**config.mk**
```make
export PLATFORM = sky130hd
export DESIGN_NAME = masked_interrupt_controller
export DESIGN_NICKNAME = d
export VERILOG_FILES = /design/src/rtl/mic_pkg.sv /design/src/rtl/mic_decode.sv /design/src/rtl/mic_bank_regs.sv /design/src/rtl/masked_interrupt_controller.sv
export VERILOG_INCLUDE_DIRS = /design/src /design/src/rtl
export SDC_FILE = /design/constraint.sdc
export NUM_CORES = 1
export LEC_CHECK = 0
export ABC_AREA = 1
export BUFFER_PORTS_ARGS = -buffer_cell sky130_fd_sc_hd__buf_2
export CAP_MARGIN = 20
export CORE_ASPECT_RATIO = 1.25
export CORE_UTILIZATION = 45
export DETAILED_ROUTE_END_ITERATION = 12
export SLEW_MARGIN = 20
export SYNTH_ARGS = -nofsm -noshare
export SYNTH_HDL_FRONTEND = slang
export SYNTH_SLANG_ARGS = --single-unit
```
**constraint.sdc**
```tcl
create_clock -name i_clk -period 5.75 [get_ports i_clk]
set_input_delay 0.2875 -clock i_clk [delete_from_list [all_inputs] [get_ports i_clk]]
set_output_delay 0.2875 -clock i_clk [all_outputs]
set_load 0.01 [all_outputs]
```
**src/rtl/masked_interrupt_controller_macros.svh**
```systemverilog
// ----------------------------------------------------------------------------
// Assertion macros for the masked interrupt controller
// Shared concurrent assertion forms, clocked and gated by the block reset.
// ----------------------------------------------------------------------------
`ifndef MASKED_INTERRUPT_CONTROLLER_MACROS_SVH
`define MASKED_INTERRUPT_CONTROLLER_MACROS_SVH

// Same-cycle implication, disabled while reset is held.
`define MIC_ASSERT_IMP(label, clk, rst_n, ante, cons, msg) \
    label: assert property (@(posedge clk) disable iff (!(rst_n)) (ante) |-> (cons)) \
        else $error(msg);

// Next-cycle implication, disabled while reset is held.
`define MIC_ASSERT_NXT(label, clk, rst_n, ante, cons, msg) \
    label: assert property (@(posedge clk) disable iff (!(rst_n)) (ante) |=> (cons)) \
        else $error(msg);

`endif

```
**src/rtl/mic_pkg.sv**
```systemverilog
// ----------------------------------------------------------------------------
// Masked interrupt controller package
// Widths, register map offsets, command codes and the decoded request type.
// ----------------------------------------------------------------------------
`timescale 1ns / 1ps

package mic_pkg;

    // Default number of banks of 32 lines (legal range 1 to 4).
    localparam int NUM_BANKS_DEF = 3;

    localparam int DATA_W     = 32;
    localparam int OFS_W      = 12;
    localparam int LINE_W     = 7;
    localparam int LINE_BIT_W = 5;
    localparam int SUB_W      = 4;
    localparam int BANK_IDX_W = LINE_W - LINE_BIT_W;

    // Register offsets within a bank's 16-byte stride.
    localparam logic [SUB_W-1:0] OFS_FLAGS = 4'h0;
    localparam logic [SUB_W-1:0] OFS_RAW   = 4'h4;
    localparam logic [SUB_W-1:0] OFS_MASK  = 4'h8;

    typedef enum logic [1:0] {
        CMD_READ   = 2'd0,
        CMD_WRITE  = 2'd1,
        CMD_ASSERT = 2'd2,
        CMD_CLEAR  = 2'd3
    } t_cmd;

    typedef enum logic [1:0] {
        KIND_FLAGS = 2'd0,
        KIND_RAW   = 2'd1,
        KIND_MASK  = 2'd2
    } t_kind;

    // Decoded request; at most one action bit is set, and none when err is set.
    typedef struct packed {
        logic                   rd;
        logic                   wr_flags;
        logic                   wr_mask;
        logic                   set_line;
        logic                   clr_line;
        logic                   err;
        t_kind                  kind;
        logic [BANK_IDX_W-1:0]  bank;
        logic [DATA_W-1:0]      bit_mask;
    } t_dec;

endpackage

```
**src/rtl/mic_decode.sv**
```systemverilog
// ----------------------------------------------------------------------------
// Masked interrupt controller request decoder
// Turns a command, offset and line number into bank, register and action.
// ----------------------------------------------------------------------------
`timescale 1ns / 1ps

module mic_decode #(
    parameter int NUM_BANKS = mic_pkg::NUM_BANKS_DEF
) (
    input  logic [1:0]                      i_cmd,
    input  logic [mic_pkg::OFS_W-1:0]       i_reg_offset,
    input  logic [mic_pkg::LINE_W-1:0]      i_line_number,
    output mic_pkg::t_dec                   o_dec
);

    localparam int OBANK_W = mic_pkg::OFS_W - mic_pkg::SUB_W;

    logic [OBANK_W-1:0]             w_ofs_bank;
    logic [mic_pkg::SUB_W-1:0]      w_sub;
    logic                           w_ofs_ok;
    logic                           w_sub_ok;
    logic                           w_line_ok;
    logic [mic_pkg::BANK_IDX_W-1:0] w_line_bank;
    mic_pkg::t_kind                 w_kind;

    assign w_ofs_bank  = i_reg_offset[mic_pkg::OFS_W-1:mic_pkg::SUB_W];
    assign w_sub       = i_reg_offset[mic_pkg::SUB_W-1:0];
    assign w_ofs_ok    = w_ofs_bank < OBANK_W'(NUM_BANKS);
    assign w_line_bank = i_line_number[mic_pkg::LINE_W-1:mic_pkg::LINE_BIT_W];
    assign w_line_ok   = {1'b0, w_line_bank} < (mic_pkg::BANK_IDX_W + 1)'(NUM_BANKS);

    always_comb begin
        case (w_sub)
            mic_pkg::OFS_FLAGS: begin
                w_kind   = mic_pkg::KIND_FLAGS;
                w_sub_ok = 1'b1;
            end
            mic_pkg::OFS_RAW: begin
                w_kind   = mic_pkg::KIND_RAW;
                w_sub_ok = 1'b1;
            end
            mic_pkg::OFS_MASK: begin
                w_kind   = mic_pkg::KIND_MASK;
                w_sub_ok = 1'b1;
            end
            default: begin
                w_kind   = mic_pkg::KIND_FLAGS;
                w_sub_ok = 1'b0;
            end
        endcase
    end

    always_comb begin
        o_dec          = '0;
        o_dec.kind     = w_kind;
        o_dec.bit_mask = mic_pkg::DATA_W'(1) << i_line_number[mic_pkg::LINE_BIT_W-1:0];
        case (mic_pkg::t_cmd'(i_cmd))
            mic_pkg::CMD_READ: begin
                o_dec.bank = w_ofs_bank[mic_pkg::BANK_IDX_W-1:0];
                o_dec.rd   = w_ofs_ok && w_sub_ok;
                o_dec.err  = !(w_ofs_ok && w_sub_ok);
            end
            mic_pkg::CMD_WRITE: begin
                o_dec.bank     = w_ofs_bank[mic_pkg::BANK_IDX_W-1:0];
                o_dec.wr_flags = w_ofs_ok && w_sub_ok && (w_kind == mic_pkg::KIND_FLAGS);
                o_dec.wr_mask  = w_ofs_ok && w_sub_ok && (w_kind == mic_pkg::KIND_MASK);
                o_dec.err      = !(w_ofs_ok && w_sub_ok) || (w_kind == mic_pkg::KIND_RAW);
            end
            mic_pkg::CMD_ASSERT: begin
                o_dec.bank     = w_line_bank;
                o_dec.set_line = w_line_ok;
                o_dec.err      = !w_line_ok;
            end
            mic_pkg::CMD_CLEAR: begin
                o_dec.bank     = w_line_bank;
                o_dec.clr_line = w_line_ok;
                o_dec.err      = !w_line_ok;
            end
            default: begin
                o_dec.err = 1'b1;
            end
        endcase
    end

endmodule

```
**src/rtl/mic_bank_regs.sv**
```systemverilog
// ----------------------------------------------------------------------------
// Masked interrupt controller bank registers
// Raw, pending and mask words per bank, their update and the read mux.
// ----------------------------------------------------------------------------
`timescale 1ns / 1ps

`include "masked_interrupt_controller_macros.svh"

module mic_bank_regs #(
    parameter int NUM_BANKS = mic_pkg::NUM_BANKS_DEF
) (
    input  logic                        i_clk,
    input  logic                        i_rst_n,
    input  logic                        i_en,
    input  mic_pkg::t_dec               i_dec,
    input  logic [mic_pkg::DATA_W-1:0]  i_write_data,
    output logic [mic_pkg::DATA_W-1:0]  o_read_data,
    output logic                        o_irq
);

    logic [mic_pkg::DATA_W-1:0] r_pend [NUM_BANKS];
    logic [mic_pkg::DATA_W-1:0] r_raw  [NUM_BANKS];
    logic [mic_pkg::DATA_W-1:0] r_mask [NUM_BANKS];
    logic [mic_pkg::DATA_W-1:0] n_pend [NUM_BANKS];
    logic [mic_pkg::DATA_W-1:0] n_raw  [NUM_BANKS];
    logic [mic_pkg::DATA_W-1:0] n_mask [NUM_BANKS];

    // Next state for every bank; only the selected bank changes.
    always_comb begin
        logic sel;
        for (int b = 0; b < NUM_BANKS; b++) begin
            sel       = i_en && (i_dec.bank == mic_pkg::BANK_IDX_W'(b));
            n_pend[b] = r_pend[b];
            n_raw[b]  = r_raw[b];
            n_mask[b] = r_mask[b];
            if (sel && i_dec.wr_flags) begin
                n_pend[b] = r_pend[b] & ~i_write_data;
                n_raw[b]  = r_raw[b] & ~i_write_data;
            end
            if (sel && i_dec.wr_mask) begin
                n_mask[b] = i_write_data;
                n_pend[b] = r_pend[b] | (i_write_data & r_raw[b]);
            end
            if (sel && i_dec.set_line) begin
                n_raw[b]  = r_raw[b] | i_dec.bit_mask;
                n_pend[b] = r_pend[b] | (i_dec.bit_mask & r_mask[b]);
            end
            if (sel && i_dec.clr_line) begin
                n_raw[b]  = r_raw[b] & ~i_dec.bit_mask;
                n_pend[b] = r_pend[b] & ~i_dec.bit_mask;
            end
        end
    end

    // Reads see the state before this request, the interrupt level the state after it.
    always_comb begin
        logic [mic_pkg::DATA_W-1:0] word;
        logic                       any;
        o_read_data = '0;
        any         = 1'b0;
        for (int b = 0; b < NUM_BANKS; b++) begin
            case (i_dec.kind)
                mic_pkg::KIND_FLAGS: word = r_pend[b];
                mic_pkg::KIND_RAW:   word = r_raw[b];
                mic_pkg::KIND_MASK:  word = r_mask[b];
                default:             word = '0;
            endcase
            if (i_dec.rd && (i_dec.bank == mic_pkg::BANK_IDX_W'(b))) begin
                o_read_data = word;
            end
            any = any | (|(n_pend[b] & n_mask[b]));
        end
        o_irq = any;
    end

    always_ff @(posedge i_clk) begin
        for (int b = 0; b < NUM_BANKS; b++) begin
            if (!i_rst_n) begin
                r_pend[b] <= '0;
                r_raw[b]  <= '0;
                r_mask[b] <= '0;
            end else begin
                r_pend[b] <= n_pend[b];
                r_raw[b]  <= n_raw[b];
                r_mask[b] <= n_mask[b];
            end
        end
    end

    // A pending bit can only stand where the raw bit stands.
    for (genvar gb = 0; gb < NUM_BANKS; gb++) begin : g_chk
        `MIC_ASSERT_IMP(a_pend_in_raw, i_clk, i_rst_n, 1'b1, (r_pend[gb] & ~r_raw[gb]) == '0, "pending bit set without raw bit")
    end

endmodule

```
**src/rtl/masked_interrupt_controller.sv**
```systemverilog
// ----------------------------------------------------------------------------
// Masked interrupt controller
// Banks of 32 interrupt lines with raw, pending and mask registers.
// ----------------------------------------------------------------------------
`timescale 1ns / 1ps

// Usage. Requests arrive on the input channel (i_in_valid / o_in_ready) and
// carry a command: a bus read or write of one of the flags, raw flags or mask
// registers, or an assert or clear event on one interrupt line. Every request
// produces exactly one result on the output channel (o_out_valid /
// i_out_ready): the read data for a mapped read (zero otherwise), the
// interrupt request level after the request, and an error flag for unmapped
// offsets, writes to raw flags or line numbers beyond the last bank.
// A request is captured in the input register, then
// decoded and applied to the bank registers in one pass while its result is
// loaded into the output register. Throughput is one request per cycle while
// the receiver takes each result without stalling.
// The input register is refilled while the output register hands over its
// result, so a request is taken in the same cycle a result leaves.
// Reset clears all raw, pending and mask words and empties both registers.
// When the receiver stalls, the result waits in the output register, one
// further request waits in the input register and o_in_ready then falls.

`include "masked_interrupt_controller_macros.svh"

module masked_interrupt_controller #(
    parameter int NUM_BANKS = mic_pkg::NUM_BANKS_DEF
) (
    input  logic                            i_clk,
    input  logic                            i_rst_n,
    input  logic                            i_in_valid,
    output logic                            o_in_ready,
    input  logic [1:0]                      i_cmd,
    input  logic [mic_pkg::OFS_W-1:0]       i_reg_offset,
    input  logic [mic_pkg::DATA_W-1:0]      i_write_data,
    input  logic [mic_pkg::LINE_W-1:0]      i_line_number,
    output logic                            o_out_valid,
    input  logic                            i_out_ready,
    output logic [mic_pkg::DATA_W-1:0]      o_read_data,
    output logic                            o_irq_out,
    output logic                            o_access_error
);

    // Input register: holds one accepted request until it can be applied.
    logic                           r_in_valid;
    logic [1:0]                     r_cmd;
    logic [mic_pkg::OFS_W-1:0]      r_reg_offset;
    logic [mic_pkg::DATA_W-1:0]     r_write_data;
    logic [mic_pkg::LINE_W-1:0]     r_line_number;

    // Output register: the finished result waiting for the receiver.
    logic                           r_out_valid;
    logic [mic_pkg::DATA_W-1:0]     r_read_data;
    logic                           r_irq;
    logic                           r_err;

    logic                           w_advance;
    mic_pkg::t_dec                  w_dec;
    logic [mic_pkg::DATA_W-1:0]     w_read_data;
    logic                           w_irq;

    // The held request is applied once the output register is free or emptying.
    assign w_advance  = r_in_valid && (!r_out_valid || i_out_ready);
    assign o_in_ready = !r_in_valid || w_advance;

    always_ff @(posedge i_clk) begin
        if (!i_rst_n) begin
            r_in_valid <= 1'b0;
        end else if (i_in_valid && o_in_ready) begin
            r_in_valid <= 1'b1;
        end else if (w_advance) begin
            r_in_valid <= 1'b0;
        end
    end

    always_ff @(posedge i_clk) begin
        if (i_in_valid && o_in_ready) begin
            r_cmd         <= i_cmd;
            r_reg_offset  <= i_reg_offset;
            r_write_data  <= i_write_data;
            r_line_number <= i_line_number;
        end
    end

    mic_decode #(
        .NUM_BANKS (NUM_BANKS)
    ) u_decode (
        .i_cmd         (r_cmd),
        .i_reg_offset  (r_reg_offset),
        .i_line_number (r_line_number),
        .o_dec         (w_dec)
    );

    // The bank state changes only in the cycle the request moves to the output.
    mic_bank_regs #(
        .NUM_BANKS (NUM_BANKS)
    ) u_bank_regs (
        .i_clk        (i_clk),
        .i_rst_n      (i_rst_n),
        .i_en         (w_advance),
        .i_dec        (w_dec),
        .i_write_data (r_write_data),
        .o_read_data  (w_read_data),
        .o_irq        (w_irq)
    );

    always_ff @(posedge i_clk) begin
        if (!i_rst_n) begin
            r_out_valid <= 1'b0;
        end else if (w_advance) begin
            r_out_valid <= 1'b1;
        end else if (i_out_ready) begin
            r_out_valid <= 1'b0;
        end
    end

    always_ff @(posedge i_clk) begin
        if (w_advance) begin
            r_read_data <= w_read_data;
            r_irq       <= w_irq;
            r_err       <= w_dec.err;
        end
    end

    assign o_out_valid    = r_out_valid;
    assign o_read_data    = r_read_data;
    assign o_irq_out      = r_irq;
    assign o_access_error = r_err;

    // A rejected request never returns read data.
    `MIC_ASSERT_IMP(a_err_zero_data, i_clk, i_rst_n, o_out_valid && o_access_error, o_read_data == '0, "error result carries read data")
    // An applied request always leaves a result behind.
    `MIC_ASSERT_NXT(a_adv_loads, i_clk, i_rst_n, w_advance, o_out_valid, "applied request produced no result")
    // A held request that cannot move blocks the input channel.
    `MIC_ASSERT_IMP(a_full_stall, i_clk, i_rst_n, r_in_valid && !w_advance, !o_in_ready, "input taken while both registers are full")

endmodule

```
==> metrics.md <==
| Metric | Value |
|---|---|
| Period utilization | 80.3% |
| Rel. slew slack | 25.2% |
| Comb pwr share | 5.3% |
| Max Slew Vio Count | 0 |
| Netlist cell types | 34 |
| Number of global-route vias before repair | 23000 |
| CTS sink count | 377 |
| Net load switching power | 0.00150 W |
| Switching Share | 24.6% |
| Routed Wire Length | 93600 µm |
| Synth Cell Area | 21500 µm² |
| Worst Setup Start Kind | flip-flop |
| # setup viols final | 0 |
| CP max FO | 28 |
| Setup repair after global routing missed its margin | no |
| Area grow syn2layout | 14.4% |
| First-pass GRT wire length | 138000 µm |
| Post-synth EDFFs | 87 |
| Antenna-violating nets left | 0 |
| Critical path class | reg2reg |
| Slew @ Worst Pin | 1110 ps |
| Asr flop ratio synth | 0% |
| Ports | 93 |
| Hold WS | 312 ps |
| Sequential-to-total area share from yosys stat | 39.1% |
| Leak | 10.4 nW |
| Syn Nets | 3347 |
| Crit-path max cell delay | 890 ps |
| FILL cells | 4748 |
| I/O Buffers | 92 |
| FP Rows | 89 |
| Share of cells above drive strength 1 | 7.55% |
| Worst Hold Class | in2reg |
| Cell count after synthesis | 3290 |
| P_int | 0.00458 W |
| Starting Density | 45.6% |
| Residual DRC count | 0 |
| CTS clock-pin slew for the worst setup and hold paths | 60 ps |
| Worst path slowest cell | nor2_1 |
| Max cap viols | 0 |
| GRT Total Usage | 38.2% |
| CTS Buf Count | 43 |
| Vias per cell | 6.01 |
| Clock Path Buffers | 3 |
| Die Area | 48800 µm² |
| Fin crit period | 4620 ps |
| Core Area | 47200 µm² |
| Peak Freq | 217 MHz |
| Antenna cells | 0 |
| WHS Endpoint | u_bank_regs.r_raw[0][22]$_SDFFE_PN0P_ |
| CP most frequent cell | nand2_1 |
| Gr ovfl total | 0 |
| Synth Register Bits | 377 |
| Reg-to-Reg End | u_bank_regs.r_raw[0][8]$_SDFFE_PN0P_ |
| Crit end category | flip-flop |
| Worst VDD drop | 0.229 mV |
| Status | completed |
| DP Wirelength | 59800 µm |
| WHS Path Cells | 4 |
| Worst R2R Setup Slack | 1130 ps |
| Fin. Hold Viols | 0 |
| Worst R2R Path Depth | 12 |
| CP arrival | 5080 ps |
| Sequential share of power | 46.1% |
| CP required | 6210 ps |
| Dpl cells | 3892 |
| Routability Congestion | 0.982 |
| Die Ht | 247 µm |
| Clk pwr share | 48.5% |
| CTS tree | yes |
| Pwr/cell area | 247 nW/µm² |
| Hold Crit Start | i_rst_n |
| CTS H-tree lvls | 2 |
| Finished Layout Cells | 4027 |
| Vias | 24200 |
| Clock Latency Late Sink | 590 ps |
| Mean post-synth cell area | 6.55 µm² |
| Initial antenna violation count | 0 |
| Post-route setup TNS | 0 ps |
| Final nets | 3413 |
| Most frequent cells in the layout | nand2_1, inv_1, dfxtp_1 |
| CTS root buf | clkbuf_16 |
| Commonest non-fill, non-tap cell in the layout | nand2_1 |
| Worst r2r src | r_cmd[1]$_DFFE_PP_ |
| DIE WIDTH | 198 µm |
| Clock Skew | 14.2 ps |
| Crit-path cells | inv_2 -> nand2_1 -> nand2_1 -> inv_2 -> nand2_1 -> nor2_4 -> nand2_2 -> buf_4 -> nor2_1 -> inv_1 -> o21ai_0 -> nor3b_1 |
| Ys flop type | dfxtp_1 |
| Routed len/inst | 23.2 µm |
| Pin count of the biggest net entering global routing | 87 |
| Yosys warnings | 0 |
| Initial DRC Count | 2790 |
| DR pass1 iterations | 7 |
[state kept, by name, indices dropped and copies added (netlist names)]
register	cells
r_cmd	2
u_bank_regs.r_raw	96
r_reg_offset	12
r_line_number	7
o_access_error	1
o_out_valid	1
r_write_data	32
u_bank_regs.r_pend	96
o_read_data	32
r_in_valid	1
u_bank_regs.r_mask	96
o_irq_out	1
[Yosys cell counts, drive strengths merged, types with 7 or more instances]
library cell | n | share of area [%]
a2111oi | 14 | 0.57
a21oi | 242 | 5.6
nand3 | 212 | 4.9
dfxtp | 290 | 27
o21ai | 313 | 7.3
clkbuf | 143 | 2.5
nand2 | 880 | 15
a221o | 20 | 0.93
nor3 | 54 | 1.3
o31ai | 34 | 1.2
buf | 51 | 1.1
clkinv | 7 | 0.12
inv | 512 | 8.9
nor2 | 242 | 4.4
nand3b | 31 | 1.1
edfxtp | 87 | 12
nand4 | 39 | 1.1
o22ai | 20 | 0.58
o221ai | 64 | 2.6
[worst max path at each step]
stage	slack (ps)	from	cells after the start	end
finish	1130	r_cmd[1]$_DFFE_PP_	12	u_bank_regs.r_raw[0][8]$_SDFFE_PN0P_
CTS	1420	r_cmd[1]$_DFFE_PP_	12	u_bank_regs.r_raw[0][12]$_SDFFE_PN0P_
global route	1150	r_cmd[1]$_DFFE_PP_	12	u_bank_regs.r_raw[0][4]$_SDFFE_PN0P_
global placement	1530	r_cmd[1]$_DFFE_PP_	12	u_bank_regs.r_raw[0][12]$_SDFFE_PN0P_
detailed placement	1420	r_cmd[1]$_DFFE_PP_	12	u_bank_regs.r_raw[0][12]$_SDFFE_PN0P_
floorplan	2760	o_out_valid$_SDFFE_PN0P_	17	o_irq_out$_DFFE_PP_
[worst max-delay path: cells and delay by family (launching register included)]
kind | cells | cell delay, ps
DFF | 1 | 430
and+or+nand+nor | 7 | 2340
buffers and inverters | 4 | 1300
AOI/OAI and AO/OA | 1 | 390
[power groups by stage]
stage               Clock [W]  Sequential (W)  Combinational [W]
floorplan                   0         0.00282           0.000164
global placement            0         0.00286           0.000283
detailed placement          0         0.00286           0.000284
CTS                   0.00299         0.00280           0.000313
global route          0.00307         0.00280           0.000339
finish                0.00295         0.00280           0.000325
[metal layers]
metal | wire, µm | up-vias | track usage, %
met5 | 0 | - | 0
met4 | 6950 | 0 | 26.7
met3 | 10700 | 416 | 8.87
met2 | 40900 | 1607 | 60.0
met1 | 35000 | 11200 | 46.1
li1 | - | 10900 | -
[layout make-up]
class                           instances  area (µm²)  area share [%]
Clock buffer                           64        1240            5.02
Multi-Input combinational cell       2200       10500            42.5
Sequential cell                       377        8420            34.1
Clock inverter                         15         225           0.913
Tap cell                              637         797            3.23
Inverter                              519        1950            7.92
Timing Repair Buffer                  215        1540            6.25
[timing repair]
| item | CTS | global route |
|---|---|---|
| hold endpoints to repair | 55 | 0 |
| resized for setup | 0 | 0 |
| hold buffers | 55 | 0 |
| buffers inserted | 0 | 0 |
[metrics by stage]
stage | setup slack, ps | power (W) | utilization, % | area, µm²
after floorplan | 2760 | 0.00299 | - | 21500
after global placement | 1530 | 0.00314 | 47.9 | 22600
after detailed placement | 1420 | 0.00314 | 47.9 | 22600
after CTS | 1420 | 0.00610 | 52.2 | 24600
after global routing | 1150 | 0.00621 | 52.2 | 24700
final | 1130 | 0.00608 | 52.2 | 24700
[kinds of logic after synthesis]
group                  share of synthesized area [%]
and+or+nand+nor                                 28.5
AOI/OAI and AO/OA                               19.8
buffers and inverters                           12.7
DFF                                             39.1
No activity file was read; power rests on OpenSTA's default activity.
